## src/sv/wfc_pkg.sv

```systemverilog
// shared constants, types and character helpers for the word frequency counter
package wfc_pkg;

    localparam int TABLE_ENTRIES  = 64;
    localparam int MAX_WORD_BYTES = 32;
    localparam int IDX_W          = $clog2(TABLE_ENTRIES);
    localparam int USED_W         = $clog2(TABLE_ENTRIES + 1);
    localparam int LEN_W          = $clog2(MAX_WORD_BYTES + 1);
    localparam int BYTE_IDX_W     = $clog2(MAX_WORD_BYTES);
    localparam int CHARS_W        = MAX_WORD_BYTES * 8;
    localparam int ROW_W          = CHARS_W + LEN_W;
    localparam int TALLY_W        = 16;
    localparam int CFG_W          = 6;
    localparam int STATUS_W       = 2;
    localparam int QUEUE_DEPTH    = 2;
    localparam int QPTR_W         = $clog2(QUEUE_DEPTH);

    localparam logic [TALLY_W-1:0]  TALLY_MAX   = '1;
    localparam logic [CFG_W-1:0]    MIN_LEN_RST = CFG_W'(3);
    localparam logic [STATUS_W-1:0] ST_COUNTED  = STATUS_W'(0);
    localparam logic [STATUS_W-1:0] ST_FULL     = STATUS_W'(1);
    localparam logic [STATUS_W-1:0] ST_LONG     = STATUS_W'(2);

    // one finished word as handed from front to back
    typedef struct packed {
        logic               over;
        logic [LEN_W-1:0]   len;
        logic [CHARS_W-1:0] chars;
    } word_t;

    function automatic logic is_space(input logic [7:0] c);
        return (c == 8'h20) || (c inside {[8'h09:8'h0D]});
    endfunction

    function automatic logic is_dropped(input logic [7:0] c);
        return c inside {8'h2E, 8'h21, 8'h3F, 8'h2D, 8'h2C, 8'h28, 8'h29, 8'h27};
    endfunction

endpackage

```

## src/sv/wfc_queue.sv

```systemverilog
// short queue of finished words between front and back
module wfc_queue (
    input  logic           clk,
    input  logic           rst_n,
    input  logic           push,
    input  wfc_pkg::word_t push_word,
    input  logic           pop,
    output wfc_pkg::word_t pop_word,
    output logic           empty,
    output logic           full
);
    import wfc_pkg::*;

    word_t               slot_reg [QUEUE_DEPTH];
    logic [QPTR_W-1:0]   wr_reg, rd_reg;
    logic [QPTR_W:0]     cnt_reg;

    assign empty    = (cnt_reg == '0);
    assign full     = (cnt_reg == (QPTR_W+1)'(QUEUE_DEPTH));
    assign pop_word = slot_reg[rd_reg];

    // pointers and fill count
    always_ff @(posedge clk or negedge rst_n)
    begin
        if (!rst_n)
        begin
            wr_reg  <= '0;
            rd_reg  <= '0;
            cnt_reg <= '0;
        end
        else
        begin
            if (push)
            begin
                wr_reg <= wr_reg + QPTR_W'(1);
            end
            if (pop)
            begin
                rd_reg <= rd_reg + QPTR_W'(1);
            end
            cnt_reg <= cnt_reg + (QPTR_W+1)'(push) - (QPTR_W+1)'(pop);
        end
    end

    // slot storage
    always_ff @(posedge clk)
    begin
        if (push)
        begin
            slot_reg[wr_reg] <= push_word;
        end
    end

endmodule

```

## config.mk

```make
export PLATFORM = sky130hd
export DESIGN_NAME = wfc_queue
export DESIGN_NICKNAME = d
export VERILOG_FILES = /design/src/sv/wfc_pkg.sv /design/src/sv/wfc_queue.sv
export SDC_FILE = /design/constraint.sdc
export NUM_CORES = 1
export LEC_CHECK = 0
export BUFFER_PORTS_ARGS = -buffer_cell sky130_fd_sc_hd__buf_2
export CAP_MARGIN = 20
export CORE_ASPECT_RATIO = 0.6
export CORE_UTILIZATION = 47
export CTS_CLUSTER_SIZE = 25
export DETAILED_ROUTE_END_ITERATION = 10
export GPL_ROUTABILITY_DRIVEN = 0
export PLACE_DENSITY = 0.86
export SKIP_CTS_REPAIR_TIMING = 1
export SYNTH_ARGS = -nofsm -noshare
export SYNTH_HDL_FRONTEND = slang
export SYNTH_SLANG_ARGS = --single-unit
```

## constraint.sdc

```tcl
create_clock -name clk -period 11.83 [get_ports clk]
set_input_delay 1.7745 -clock clk [delete_from_list [all_inputs] [get_ports clk]]
set_output_delay 1.7745 -clock clk [all_outputs]
set_load 0.01 [all_outputs]
```

==> results of run 1 <==
## report_power, final
part,internal [mW],switching (mW),total [mW]
clock,0.784,0.642,1.43
combinational,0.714,0.862,1.58
sequential,2.50,0.120,2.62
## final cells by class
type	instances	area, µm²	area share, %
diodes	4	10.01	0.04208
multi-input cells	272	3060	12.87
clock inverters	26	229.0	0.9627
well taps	531	664.4	2.793
inverters	2	7.507	0.03156
flip-flops and latches	530	15900	66.84
clock buffers	55	1185	4.982
repair buffers	539	2730	11.48
## stage by stage
stage / total power [mW] / utilization (%)
6_report: 5.618 / 58.72
4_1_cts: 5.676 / 58.69
3_3_place_gp: 4.184 / 55.20
5_1_grt: 5.851 / 58.71
3_5_place_dp: 4.232 / 55.20
2_1_floorplan: 3.781 / -
## layer usage
| metal | GRT usage [%] | part of all wire [%] | vias to the layer above |
|---|---|---|---|
| met5 | 0 | 0.045 | - |
| met4 | 5.893 | 2.0 | 4 |
| met3 | 5.738 | 7.6 | 68 |
| met2 | 32.29 | 51 | 396 |
| met1 | 22.36 | 39 | 4882 |
| li1 | - | - | 4451 |
## critical path: stages (launching register included)
cell and delay (ns):
dfrtp_4 0.89, buf_4 0.88, buf_4 0.75, mux2_2 0.43
buf_2 0.14
## cell families after synthesis
| group | synth area share [%] |
|---|---|
| adders and majority gates | 0.1294 |
| and+or+nand+nor | 0.1165 |
| buffers and inverters | 2.000 |
| DFF | 82.22 |
| xor gates and xnor gates | 0.2136 |
| muxes | 15.32 |
## path summary, 6_finish.rpt
| path | start | end | slack (ns) | cells past startpoint |
|---|---|---|---|---|
| worst max-delay path | rd_reg | pop_word[173] | 6.25 | 4 |
| worst min-delay path | wr_reg | wr_reg | 0.56 | 1 |
| worst max register to register | wr_reg | slot_reg[1][154] | 9.19 | 2 |
| worst min register to register | wr_reg | wr_reg | 0.56 | 1 |
| max in group asynchronous | rst_n | rd_reg | 10.68 | 1 |
| min in group asynchronous | rst_n | wr_reg | 1.02 | 1 |
## cells in the final DEF (no fill, tap or decap)
| cell type | n |
|---|---|
| inv_6 | 2 |
| xor2_1 | 2 |
| buf_4 | 7 |
| buf_12 | 1 |
| nor2b_4 | 1 |
| clkinv_4 | 3 |
| dfrtp_1 | 3 |
| dfrtp_4 | 1 |
| buf_2 | 531 |
| clkbuf_16 | 46 |
| clkinvlp_4 | 1 |
| and2_4 | 1 |
| inv_1 | 2 |
| bufinv_16 | 3 |
| clkinv_1 | 7 |
| nor2_1 | 1 |
| diode_2 | 4 |
| clkinv_2 | 9 |
| xor3_1 | 1 |
| clkbuf_1 | 9 |
| mux2_2 | 263 |
| nor2b_1 | 1 |
| edfxtp_1 | 526 |
| ha_1 | 2 |
| clkinv_8 | 1 |
==> flow_summary.toml, run 1 <==
[outcome]
outcome = "finished clean"

[yosys]
syn_nets = 1102
synth-edff-count = 526
async_flop_share_pct = 0.7547
synth_common_cells = "edfxtp_1 (526), mux2_2 (263), clkbuf_8 (21), buf_6 (8), dfrtp_1 (4)"
synth_cell_types = 12
ys.warnings.count = 0
synthFlopType = "edfxtp_1"
syn_area_um2 = 19330
yosysSeqAreaShare_pct = 82.22
postSynthAreaPerCell_um2 = 23.21
yosys_register_bits = 530
netlist.area_leader.share_pct = 81.70
synthCells = 833
synth_top_cell_by_area = "edfxtp_1"
synth_area_leaders = "edfxtp_1 (82%), mux2_2 (15%), clkbuf_8 (1.5%)"
synth.most_common_cell = "edfxtp_1"

[cells_and_area]
nFillCells = 2924
drive_gt1_share_pct = 61.10
fin_cells = 1959
final_net_count = 1660
design_area_um2 = 23790
largest_reg_flops = 526
area_growth_pct = 23.03

[route]
drtIter0Drc = 766
firstDrtPassIters = 5
via_per_inst = 5.003
wl_um = 40320
ant_nets = 0
drc_errors = 0
vias = 9801
wl_per_cell_um = 20.58

[timing]
rsz0062_at_grt = "false"
fmax_ghz = 0.1791
setup_viol = 0
final.setup_skew_ns = 0.02180
worstMarginPinSlew_ns = 1.218
final.period_utilization_pct = 47.20
period_minus_slack_ns = 5.583
fin_hold_ws_ns = 0.5556
worst_slack_ns = 6.247
slew_violations = 0
tns_ns = 0
hold_viol = 0
relSlewSlack_pct = 18.82

[cts]
cts-root-buf = "clkbuf_16"
clk_pin_slew_ns = 0.06
clock_path_buffers = 3
cts.sinks = 530
clock_latency_ns = 0.55
cts_tree = "done"
cts_buffers = 46
cts.htree.levels = 2

[floorplanning]
die_h_um = 159.1
ios = 532
initial_core_util_pct = 47.72
die_w_um = 263.8
core_um2 = 40510
rows = 57
die-area_um2 = 41970

[placed_design]
dp_hpwl_um = 26900
post-place-cells = 1874
io_buffers = 531
placed_cell_area_um2 = 22360
place_worst_setup_slack_ns = 6.823

[global_route]
grt_overflow = 0
grt_usage_pct = 18.65
grt_pass1_vias = 10400
antenna_found_initial = 9
grt_max_degree = 164
grt_pass1_wl_um = 60030

[worst_setup_path]
crit_type = "flip-flop to output port"
cp_max_fo = 76
crit_path_start_kind = "flip-flop"
cp-end-kind = "output port"
required_ns = 10.06
critPathArrivalTime_ns = 3.81

[worst_hold_path]
hold_class = "flip-flop to flip-flop"

[power_and_ir_drop]
leakagePower_nw = 8.908
power_density_nw_per_um2 = 236.2
vdd_ir_drop_max_mv = 0.1588

[run]
cap_viol_max_count = 0
(Power assumes the default switching activity.)
==> run 2: changes to the inputs <==
==> constraint.sdc (replaced) <==
create_clock -name clk -period 4.5 [get_ports clk]
set_input_delay 0.675 -clock clk [delete_from_list [all_inputs] [get_ports clk]]
set_output_delay 0.675 -clock clk [all_outputs]
set_load 0.01 [all_outputs]
==> run 2 against run 1 <==
Via count rose by 2.6%. Clock power rose to 2.6 times the previous value. Die area did not move. Non-clock buffer count rose by 21. Cell area rose by 0.97%. Sequential power rose to 2.6 times the previous value. Largest power group unchanged.
==> flow_summary.toml, run 2 (synthesis results as in run 1) <==
[global_route]
grt_usage_pct = 18.74
antenna_found_initial = 13
grt_pass1_vias = 10480
grt_max_degree = 138
grt_overflow = 0
grt_pass1_wl_um = 59860

[cts]
cts.htree.levels = 2
cts_tree = "done"
cts-root-buf = "clkbuf_16"
cts_buffers = 45
clock_path_buffers = 3
cts.sinks = 530
clock_latency_ns = 0.55
clk_pin_slew_ns = 0.07

[cells_and_area]
drive_gt1_share_pct = 61.41
largest_reg_flops = 526
final_net_count = 1680
final_cell_mix = "buf_2 (531), edfxtp_1 (526), mux2_2 (263), clkbuf_16 (47), buf_4 (22)"
nFillCells = 2931
layout_commonest_cell = "buf_2"
multiInputGateArea_um2 = 3060
final-seq-area_um2 = 15900
area_growth_pct = 24.22
fin_cells = 1982

[worst_setup_path]
crit_path_start_kind = "flip-flop"
cp_max_fo = 67
crit_type = "flip-flop to output port"
worstPathCellList = "buf_4 -> mux2_2 -> buf_2"
cpPeakStageDelay_ns = 1.07
critPathArrivalTime_ns = 2.59
required_ns = 3.83
crit_slowest_cell = "dfrtp_4"
cp-end-kind = "output port"

[timing]
rsz0062_at_grt = "false"
period_minus_slack_ns = 3.267
final.setup_skew_ns = 0.01376
hold_viol = 0
relSlewSlack_pct = 29.50
setup_viol = 0
worstMarginPinSlew_ns = 1.058
worst_slack_ns = 1.233
final.period_utilization_pct = 72.60
slew_violations = 0
fmax_ghz = 0.3061

[power_and_ir_drop]
leakagePower_nw = 9.030
power_density_nw_per_um2 = 622.0
vdd_ir_drop_max_mv = 0.4335

[floorplanning]
ios = 532
die_h_um = 159.1
rows = 57
die_w_um = 263.8
initial_core_util_pct = 47.72
core_um2 = 40510
die-area_um2 = 41970

[run]
cap_viol_max_count = 0

[outcome]
outcome = "finished clean"

[route]
ant_nets = 0
wl_um = 40540
via_per_inst = 5.071
wl_per_cell_um = 20.45
drtIter0Drc = 687
drc_errors = 0
firstDrtPassIters = 4
vias = 10050

[placed_design]
dp_hpwl_um = 27520
post-place-cells = 1894
io_buffers = 531
place_worst_setup_slack_ns = 1.790

[worst_hold_path]
hold_class = "input pin to flip-flop"
[run 2: per-layer routing]
metal  global-route usage [%]  vias to the layer above  routed length (µm)
met5                        0                        -                  53
li1                         -                     4508                   -
met1                    22.53                     5051               15450
met4                    5.418                        8                 915
met2                    33.02                      405               20940
met3                    5.227                       79                3171
[run 2: final cells by class]
class / instances / area share (%)
Inverter: 2 / 0.03126
Tap cell: 531 / 2.766
Clock buffer: 54 / 5.007
Sequential cell: 530 / 66.20
Antenna cell: 5 / 0.05210
Clock inverter: 28 / 0.9013
Multi-Input combinational cell: 272 / 12.74
Timing Repair Buffer: 560 / 12.30
[run 2: path summary, 6_finish.rpt]
path                       cells past startpoint      startpoint  slack [ns]               end
min in group asynchronous                      2           rst_n        0.48        cnt_reg[0]
hold reg to reg                                1          wr_reg        0.56            wr_reg
hold / removal                                 1  push_word[235]        0.31  slot_reg[0][235]
max in group asynchronous                      2           rst_n        3.87            rd_reg
setup reg to reg                               2          wr_reg        2.37   slot_reg[1][18]
setup / recovery                               3          rd_reg        1.23      pop_word[46]
[run 2: where the power goes]
part / internal (mW) / leakage, nW / switching, mW
clock: 2.08 / 0.693 / 1.69
combinational: 2.00 / 3.35 / 2.28
sequential: 6.55 / 4.98 / 0.341
[run 2: metrics by stage]
| step | setup TNS [ns] | cell area, µm² | hold WS (ns) | util (%) | power, mW |
|---|---|---|---|---|---|
| final | 0 | 24020 | 0.3088 | 59.28 | 14.94 |
| after global routing | 0 | 24010 | 0.2747 | 59.27 | 15.55 |
| after CTS | 0 | 23990 | -0.1051 | 59.23 | 15.09 |
| after detailed placement | 0 | 22570 | 0.4934 | 55.73 | 11.28 |
| after global placement | 0 | 22570 | 0.4941 | 55.73 | 11.16 |
| after floorplan | -142.89 | 19340 | 0.3794 | - | 9.798 |
[run 2: worst max-delay path, delay by kind of cell (launching register included)]
kind / cells / cell delay (ns)
multiplexers: 1 / 0.39
flip-flops: 1 / 1.07
buffers and inverters: 2 / 0.55
