[src/sv/wfc_pkg.sv]
// shared constants, types and character helpers for the word frequency counter
package wfc_pkg;

    localparam int TABLE_ENTRIES  = 64;
    localparam int MAX_WORD_BYTES = 32;
    localparam int IDX_W          = $clog2(TABLE_ENTRIES);
    localparam int USED_W         = $clog2(TABLE_ENTRIES + 1);
    localparam int LEN_W          = $clog2(MAX_WORD_BYTES + 1);
    localparam int BYTE_IDX_W     = $clog2(MAX_WORD_BYTES);
    localparam int CHARS_W        = MAX_WORD_BYTES * 8;
    localparam int ROW_W          = CHARS_W + LEN_W;
    localparam int TALLY_W        = 16;
    localparam int CFG_W          = 6;
    localparam int STATUS_W       = 2;
    localparam int QUEUE_DEPTH    = 2;
    localparam int QPTR_W         = $clog2(QUEUE_DEPTH);

    localparam logic [TALLY_W-1:0]  TALLY_MAX   = '1;
    localparam logic [CFG_W-1:0]    MIN_LEN_RST = CFG_W'(3);
    localparam logic [STATUS_W-1:0] ST_COUNTED  = STATUS_W'(0);
    localparam logic [STATUS_W-1:0] ST_FULL     = STATUS_W'(1);
    localparam logic [STATUS_W-1:0] ST_LONG     = STATUS_W'(2);

    // one finished word as handed from front to back
    typedef struct packed {
        logic               over;
        logic [LEN_W-1:0]   len;
        logic [CHARS_W-1:0] chars;
    } word_t;

    function automatic logic is_space(input logic [7:0] c);
        return (c == 8'h20) || (c inside {[8'h09:8'h0D]});
    endfunction

    function automatic logic is_dropped(input logic [7:0] c);
        return c inside {8'h2E, 8'h21, 8'h3F, 8'h2D, 8'h2C, 8'h28, 8'h29, 8'h27};
    endfunction

endpackage

[src/sv/wfc_front.sv]
// front part: takes bytes, builds the stripped word and queues finished words
module wfc_front (
    input  logic               clk,
    input  logic               rst_n,
    input  logic               accept,
    input  logic [7:0]         text_byte,
    input  logic               end_of_text,
    output logic               push,
    output wfc_pkg::word_t     push_word
);
    import wfc_pkg::*;

    logic [LEN_W-1:0]   len_reg, len_next, len_add;
    logic               over_reg, over_next, over_add;
    logic [CHARS_W-1:0] buf_reg, buf_add;
    logic [7:0]         low_c;
    logic               space_c, keep_c, finish;

    // classify and fold case
    always_comb
    begin
        space_c = is_space(text_byte);
        keep_c  = !space_c && !is_dropped(text_byte);
        low_c   = text_byte;
        if (text_byte inside {[8'h41:8'h5A]})
        begin
            low_c = text_byte + 8'h20;
        end
    end

    // word after this byte is appended
    always_comb
    begin
        len_add  = len_reg;
        over_add = over_reg;
        buf_add  = buf_reg;
        if (keep_c)
        begin
            if (len_reg < LEN_W'(MAX_WORD_BYTES))
            begin
                buf_add[len_reg[BYTE_IDX_W-1:0]*8 +: 8] = low_c;
                len_add = len_reg + LEN_W'(1);
            end
            else
            begin
                over_add = 1'b1;
            end
        end
        finish = space_c || end_of_text;
    end

    // finished word with bytes past the end cleared
    always_comb
    begin
        push_word.over = over_add;
        push_word.len  = len_add;
        for (int i = 0; i < MAX_WORD_BYTES; i++)
        begin
            push_word.chars[i*8 +: 8] = (LEN_W'(i) < len_add) ? buf_add[i*8 +: 8] : 8'h00;
        end
        push = accept && finish && (over_add || (len_add != '0));
        len_next  = len_reg;
        over_next = over_reg;
        if (accept)
        begin
            len_next  = finish ? '0 : len_add;
            over_next = finish ? 1'b0 : over_add;
        end
    end

    // word state
    always_ff @(posedge clk or negedge rst_n)
    begin
        if (!rst_n)
        begin
            len_reg  <= '0;
            over_reg <= 1'b0;
        end
        else
        begin
            len_reg  <= len_next;
            over_reg <= over_next;
        end
    end

    // byte buffer
    always_ff @(posedge clk)
    begin
        if (accept)
        begin
            buf_reg <= buf_add;
        end
    end

endmodule

[config.mk]
export PLATFORM = sky130hd
export DESIGN_NAME = wfc_front
export DESIGN_NICKNAME = d
export VERILOG_FILES = /design/src/sv/wfc_pkg.sv /design/src/sv/wfc_front.sv
export SDC_FILE = /design/constraint.sdc
export NUM_CORES = 1
export LEC_CHECK = 0
export BUFFER_PORTS_ARGS = -buffer_cell sky130_fd_sc_hd__buf_2
export CORE_AREA = 2 2 225 227
export DETAILED_ROUTE_END_ITERATION = 16
export DIE_AREA = 0 0 227 229
export PLACE_DENSITY = 0.52
export SYNTH_ARGS = -nofsm -noshare
export SYNTH_HDL_FRONTEND = slang
export SYNTH_SLANG_ARGS = --single-unit
[constraint.sdc]
create_clock -name clk -period 3.2 [get_ports clk]
set_input_delay 0.32 -clock clk [delete_from_list [all_inputs] [get_ports clk]]
set_output_delay 0.32 -clock clk [all_outputs]
set_load 0.01 [all_outputs]
==> flow_metrics.env, run 1 <==
export IMPL_die_width_um=227
export IMPL_ir_drop_v=0.000277
export IMPL_whs_path_depth=2
export IMPL_final_common_cell="edfxtp_1"
export IMPL_synth_async_reset_ratio_pct=2.66
export IMPL_max_freq_mhz=281
export IMPL_ys_ff_latch=263
export IMPL_setup_viol=254
export IMPL_critPathKind="reg2out"
export IMPL_crit_path_end_kind="output port"
export IMPL_die_area_sq_mm=0.0520
export IMPL_r2r_setup_slack_ps=120
export IMPL_grt_pass1_vias=13100
export IMPL_cts_root_buf="clkbuf_16"
export IMPL_max_slew_margin_pct=50.5
export IMPL_crit_chain="clkinv_4 > ha_4 > nor3b_4 > ha_4 > buf_6 > buf_6 > a21oi_4 > buf_6 > nand3_4 > nor3_4 > buf_12 > mux2_4 > nor2b_4 > buf_2"
export IMPL_final_cells=2590
export IMPL_p_leak_nw=9.80
export IMPL_p_total_mw=10.3
export IMPL_layout_common_cells="edfxtp_1 (256), nand2_1 (231), buf_2 (204)"
export IMPL_clkPwrFrac_pct=35.8
export IMPL_rows=82
export IMPL_antennaDiodeCount=0
export IMPL_min_period_ps=3550
export IMPL_synthesis_nets=1401
export IMPL_maxSlewViolCount=0
export IMPL_rsz0062_at_grt="yes"
export IMPL_final_nets=1910
export IMPL_synth_edf_count=256
export IMPL_switching_share_pct=30.1
export IMPL_antenna_found_initial=1
export IMPL_synthFlopType="edfxtp_1"
export IMPL_cp_slowest_stage_delay_ps=430
export IMPL_syn_avg_cell_area_sq_um=10.6
export IMPL_reg2regPathDepth=19
export IMPL_wl_per_cell_um=22.2
export IMPL_worst_ep_arrival_time_ps=3230
export IMPL_ios=276
export IMPL_wirelength_um=57400
export IMPL_clk_latency_ps=560
export IMPL_cp_start_kind="flop"
export IMPL_post_route_period_util_pct=111
export IMPL_layout_drive_gt1_share_pct=56.9
export IMPL_violations="setup timing"
export IMPL_grt_max_degree=73
export IMPL_place_area_sq_mm=0.0183
export IMPL_portBuffers=275
export IMPL_clockBufferDepth=3
export IMPL_grtUsageTotal_pct=20.9
export IMPL_vias_per_cell=5.12
export IMPL_grt_pass1_wl_um=81600
export IMPL_seqPwrFrac_pct=39.5
export IMPL_p_int_mw=7.24
export IMPL_hp_class="in2reg"
export IMPL_final_hold_viol_count=0
export IMPL_slowest_stage="dfrtp_2"
export IMPL_start_util_pct=29.6
export IMPL_rr_startpoint="len_reg[0]$_DFFE_PN0P_"
export IMPL_largest_register_ffs=256
export IMPL_power_density_mw_per_mm2=446
export IMPL_comb_power_share_pct=24.7
export IMPL_synth_cells=1385
export IMPL_grt_overflow=0
export IMPL_dpl_cell_count=2419
export IMPL_cts_htree_levels=2
export IMPL_worst_slack_ps=-354
export IMPL_globalplace_congestion=0.880
export IMPL_cap_viol_max_count=0
export IMPL_required_ps=2880
export IMPL_hold_path_endpoint="buf_reg[2]$_DFFE_PP_"
export IMPL_netlist_area_sq_mm=0.0147
export IMPL_core_sq_mm=0.0497
export IMPL_drcViolationCount=0
export IMPL_drtIter0Drc=979
export IMPL_worstMarginPinSlew_ps=735
export IMPL_reg2reg_to="buf_reg[136]$_DFFE_PP_"
export IMPL_fin_util_pct=46.7
export IMPL_final_antenna_net_count=0
export IMPL_final_design_area_no_fill_sq_mm=0.0232
export IMPL_routed_via_count=13300
export IMPL_cp_common_cell="buf_6"
export IMPL_outcome="complete, but fails checks"
export IMPL_fin_worst_skew_ps=25.8
export IMPL_place_hpwl_um=38600
export IMPL_p_sw_mw=3.11
export IMPL_cts_tree="done"
export IMPL_cts_made_buffers=34
export IMPL_clk_pin_slew_ps=60
export IMPL_first_pass_iters=7
export IMPL_area_growth_pct=57.6
export IMPL_synth_distinct_cells=58
export IMPL_yosysSeqAreaShare_pct=53.4
export IMPL_fp_dieH_um=229
export IMPL_cp_max_fo=8
export IMPL_hp_start="text_byte[2]"
export IMPL_yosysWarnings=0
export IMPL_cts_sinks=263
-- worst max path at each step --
stage | start | to | slack [ps] | depth (start not counted)
floorplan | len_reg[0]$_DFFE_PN0P_ | push_word[48] | -70 | 13
global placement | text_byte[2] | push_word[10] | -210 | 10
detailed placement | text_byte[2] | push_word[78] | -180 | 12
CTS | len_reg[0]$_DFFE_PN0P_ | push_word[122] | -380 | 12
global route | len_reg[0]$_DFFE_PN0P_ | push_word[187] | -460 | 14
finish | len_reg[0]$_DFFE_PN0P_ | push_word[187] | -350 | 14
-- synth_stat cells, types with 3 or more instances --
library cell / n / area share (%)
a211oi_1: 3 / 0.15
a21boi_0: 59 / 3.0
a21oi_1: 124 / 4.2
a31oi_1: 6 / 0.26
and2_1: 33 / 1.4
and3_1: 6 / 0.26
buf_1: 6 / 0.15
buf_2: 10 / 0.34
clkbuf_1: 65 / 1.7
dfrtp_1: 7 / 1.2
edfxtp_1: 256 / 52
ha_1: 4 / 0.34
inv_1: 11 / 0.28
mux2_2: 142 / 11
mux2i_1: 3 / 0.20
nand2_1: 271 / 6.9
nand2b_1: 12 / 0.51
nand3_1: 32 / 1.1
nand4_1: 44 / 1.9
nor2_1: 58 / 1.5
nor2_4: 3 / 0.23
nor2b_1: 26 / 1.1
nor3_1: 15 / 0.51
nor3_2: 5 / 0.34
nor3_4: 3 / 0.33
nor3b_1: 6 / 0.31
o211ai_1: 4 / 0.20
o21a_1: 25 / 1.3
o21ai_0: 10 / 0.34
o21ai_1: 3 / 0.10
o21bai_1: 3 / 0.15
o311a_1: 9 / 0.61
o31a_1: 7 / 0.42
o31ai_1: 7 / 0.36
o41ai_1: 3 / 0.18
or2_2: 61 / 2.6
or3_1: 7 / 0.30
xnor2_1: 9 / 0.54
-- power groups by stage --
stage | clock network (mW) | logic (mW) | registers (mW)
floorplan | 0 | 0.870 | 4.13
global placement | 0 | 1.82 | 4.14
detailed placement | 0 | 1.83 | 4.14
CTS | 3.78 | 2.28 | 4.08
global route | 3.88 | 2.70 | 4.11
finish | 3.70 | 2.56 | 4.09
-- through the flow --
step	hold slack [ps]	setup WS [ps]	setup TNS, ps
6_report	155	-354	-49430
5_1_grt	162	-462	-77610
4_1_cts	133	-377	-65520
3_5_place_dp	170	-182	-5280
3_3_place_gp	171	-212	-6910
2_1_floorplan	24.4	-70.8	-566
-- worst max-delay path: cells and delay by family, from the launching register on --
family | cells | cell delay, ps
buffers and inverters | 6 | 730
multiplexers | 1 | 320
AO/OA/AOI/OAI | 1 | 130
AND/OR/NAND/NOR | 4 | 700
adder cells (fa/ha/maj) | 2 | 360
flip-flops | 1 | 430
-- layout make-up --
class / count / area, sq um
inverter: 12 / 50.0
timing repair buffer: 554 / 4570
clock inverter: 18 / 153
multi-input combinational: 1029 / 8820
sequential: 263 / 7870
fill: 4623 / 26500
tap: 672 / 841
clock buffer: 42 / 881
-- cells by family after synthesis --
group	count (synthesis)	share of synthesized area, %
DFF	263	53.4
and+or+nand+nor	590	19.8
adders and majority gates	4	0.340
buffers and inverters	95	2.59
AOI/OAI and AO/OA	278	12.2
muxes	145	11.1
xor gates and xnor gates	10	0.595
-- what timing repair did --
action	CTS	global route
hold buffers	1	0
pin swaps	41	70
endpoints found under the hold margin	7	0
gates cloned	8	3
setup buffers	60	55
setup endpoints to repair	258	258
gates resized for setup	373	403
-- routing by layer --
layer  wire [um]  global-route usage, %  vias to the layer above
met5          13                      0                        -
met4        1910                   8.27                        2
met3        3310                   4.21                      102
met2       27200                   33.7                      412
met1       24900                   27.6                     6648
li1            -                      -                     6098
(Power assumes the default switching activity.)
==> inputs of run 2 (changes only) <==
CORE_AREA = 2 2 209 211   (was 2 2 225 227)
DIE_AREA = 0 0 211 213   (was 0 0 227 229)
PLACE_DENSITY = 0.58   (was 0.52)
==> flow_metrics.env, run 2 (synthesized netlist as in run 1, its figures left out) <==
export IMPL_max_freq_mhz=282
export IMPL_grt_pass1_vias=12200
export IMPL_wl_per_cell_um=21.7
export IMPL_routed_via_count=12700
export IMPL_required_ps=2880
export IMPL_die_area_sq_mm=0.0449
export IMPL_layout_drive_gt1_share_pct=48.1
export IMPL_ios=276
export IMPL_rows=76
export IMPL_crit_path_end_kind="output port"
export IMPL_min_period_ps=3550
export IMPL_clkPwrFrac_pct=34.7
export IMPL_switching_share_pct=29.3
export IMPL_grtUsageTotal_pct=22.1
export IMPL_p_int_mw=6.71
export IMPL_whs_ps=136
export IMPL_fp_dieH_um=213
export IMPL_worstMarginPinSlew_ps=675
export IMPL_worst_slack_ps=-351
export IMPL_final_common_cell="nand2_1"
export IMPL_wirelength_um=52000
export IMPL_cts_sinks=263
export IMPL_start_util_pct=34.5
export IMPL_power_density_mw_per_mm2=456
export IMPL_slowest_stage="dfrtp_2"
export IMPL_place_hpwl_um=37100
export IMPL_area_growth_pct=41.4
export IMPL_grt_overflow=0
export IMPL_largest_register_ffs=256
export IMPL_cts_root_buf="clkbuf_16"
export IMPL_r2r_setup_slack_ps=500
export IMPL_hp_class="in2reg"
export IMPL_p_total_mw=9.49
export IMPL_clk_pin_slew_ps=60
export IMPL_max_slew_margin_pct=55.0
export IMPL_final_nets=1841
export IMPL_drcViolationCount=0
export IMPL_vias_per_cell=5.31
export IMPL_violations="setup timing"
export IMPL_p_leak_nw=8.91
export IMPL_cap_viol_max_count=0
export IMPL_crit_chain="inv_6 > ha_4 > nor3b_4 > ha_4 > nand2b_2 > nor3_4 > buf_12 > buf_12 > nand3_2 > buf_6 > mux2_2 > and2_1 > buf_2"
export IMPL_p_sw_mw=2.78
export IMPL_antenna_found_initial=3
export IMPL_fin_worst_skew_ps=12.0
export IMPL_cts_tree="done"
export IMPL_seqPwrFrac_pct=43.0
export IMPL_cp_slowest_stage_delay_ps=440
export IMPL_layout_common_cells="nand2_1 (261), edfxtp_1 (256), buf_2 (249)"
export IMPL_worst_ep_arrival_time_ps=3230
export IMPL_portBuffers=275
export IMPL_grt_max_degree=78
export IMPL_cp_start_kind="flop"
export IMPL_final_antenna_net_count=0
export IMPL_globalplace_congestion=0.906
export IMPL_outcome="complete, but fails checks"
export IMPL_clk_latency_ps=590
export IMPL_grt_pass1_wl_um=75500
export IMPL_die_width_um=211
export IMPL_final_hold_viol_count=0
export IMPL_drtIter0Drc=964
export IMPL_cts_htree_levels=1
export IMPL_critPathKind="reg2out"
export IMPL_post_route_period_util_pct=111
export IMPL_setup_viol=257
export IMPL_comb_power_share_pct=22.3
export IMPL_maxSlewViolCount=0
export IMPL_fin_util_pct=48.7
export IMPL_core_sq_mm=0.0427
export IMPL_place_area_sq_mm=0.0182
export IMPL_ir_drop_v=0.000398
export IMPL_final_design_area_no_fill_sq_mm=0.0208
export IMPL_cp_max_fo=10
export IMPL_pre_cts_ws_ps=-249
export IMPL_rsz0062_at_grt="yes"
export IMPL_clockBufferDepth=3
export IMPL_first_pass_iters=5
export IMPL_cts_made_buffers=31
run 2: layout make-up:
| class | instances | area [sq um] |
|---|---|---|
| Sequential cell | 263 | 7870 |
| Clock buffer | 42 | 817 |
| Multi-Input combinational cell | 1027 | 7630 |
| Fill cell | 3950 | 21900 |
| Clock inverter | 15 | 92.6 |
| Inverter | 12 | 50.0 |
| Timing Repair Buffer | 490 | 3650 |
| Antenna cell | 3 | 7.51 |
| Tap cell | 546 | 683 |
run 2: worst paths after layout:
path / from / to / cells after the start
setup / recovery: len_reg[0]$_DFFE_PN0P_ / push_word[255] / 13
hold / removal: text_byte[3] / buf_reg[3]$_DFFE_PP_ / 2
setup reg to reg: len_reg[0]$_DFFE_PN0P_ / buf_reg[106]$_DFFE_PP_ / 12
hold reg to reg: buf_reg[23]$_DFFE_PP_ / buf_reg[23]$_DFFE_PP_ / 2
max in group asynchronous: rst_n / len_reg[0]$_DFFE_PN0P_ / 2
min in group asynchronous: rst_n / len_reg[4]$_DFFE_PN0P_ / 2
run 2: timing repair:
item,in CTS,in global routing
setup buffers,15,21
resized for setup,176,176
hold endpoints to repair,7,0
cloned,0,0
endpoints found under the setup margin,259,257
pin swaps,17,20
hold buffers,1,0
run 2: per-layer routing:
metal  share of wire [%]  track usage, %  vias to the layer above  routed length (um)
met5                   0               0                        -                   0
met4                 2.7            7.41                        0                1410
met3                 5.7            4.19                       74                2990
met2                  47            35.2                      383               24400
met1                  45            30.4                     6293               23200
li1                    -               -                     5973                   -
run 2: critical path, delay by kind of cell, from the launching register on:
kind	cells	cell delay (ps)
mux	1	280
buf+inv	5	660
fa+ha+maj	2	370
flops	1	440
simple gates	5	880
run 2: power groups by stage:
| stage | sequential, mW | clock, mW | combinational, mW |
|---|---|---|---|
| after detailed placement | 4.15 | 0 | 1.79 |
| after floorplan | 4.13 | 0 | 0.870 |
| after CTS | 4.08 | 3.37 | 1.95 |
| final | 4.08 | 3.30 | 2.11 |
| after global routing | 4.10 | 3.49 | 2.26 |
| after global placement | 4.14 | 0 | 1.78 |
run 2: through the flow:
step | TNS (ps) | cells
2_1_floorplan | -566 | 1385
3_3_place_gp | -4810 | 2304
3_5_place_dp | -7260 | 2304
4_1_cts | -81880 | 2376
5_1_grt | -84890 | 2397
6_report | -57090 | 2398
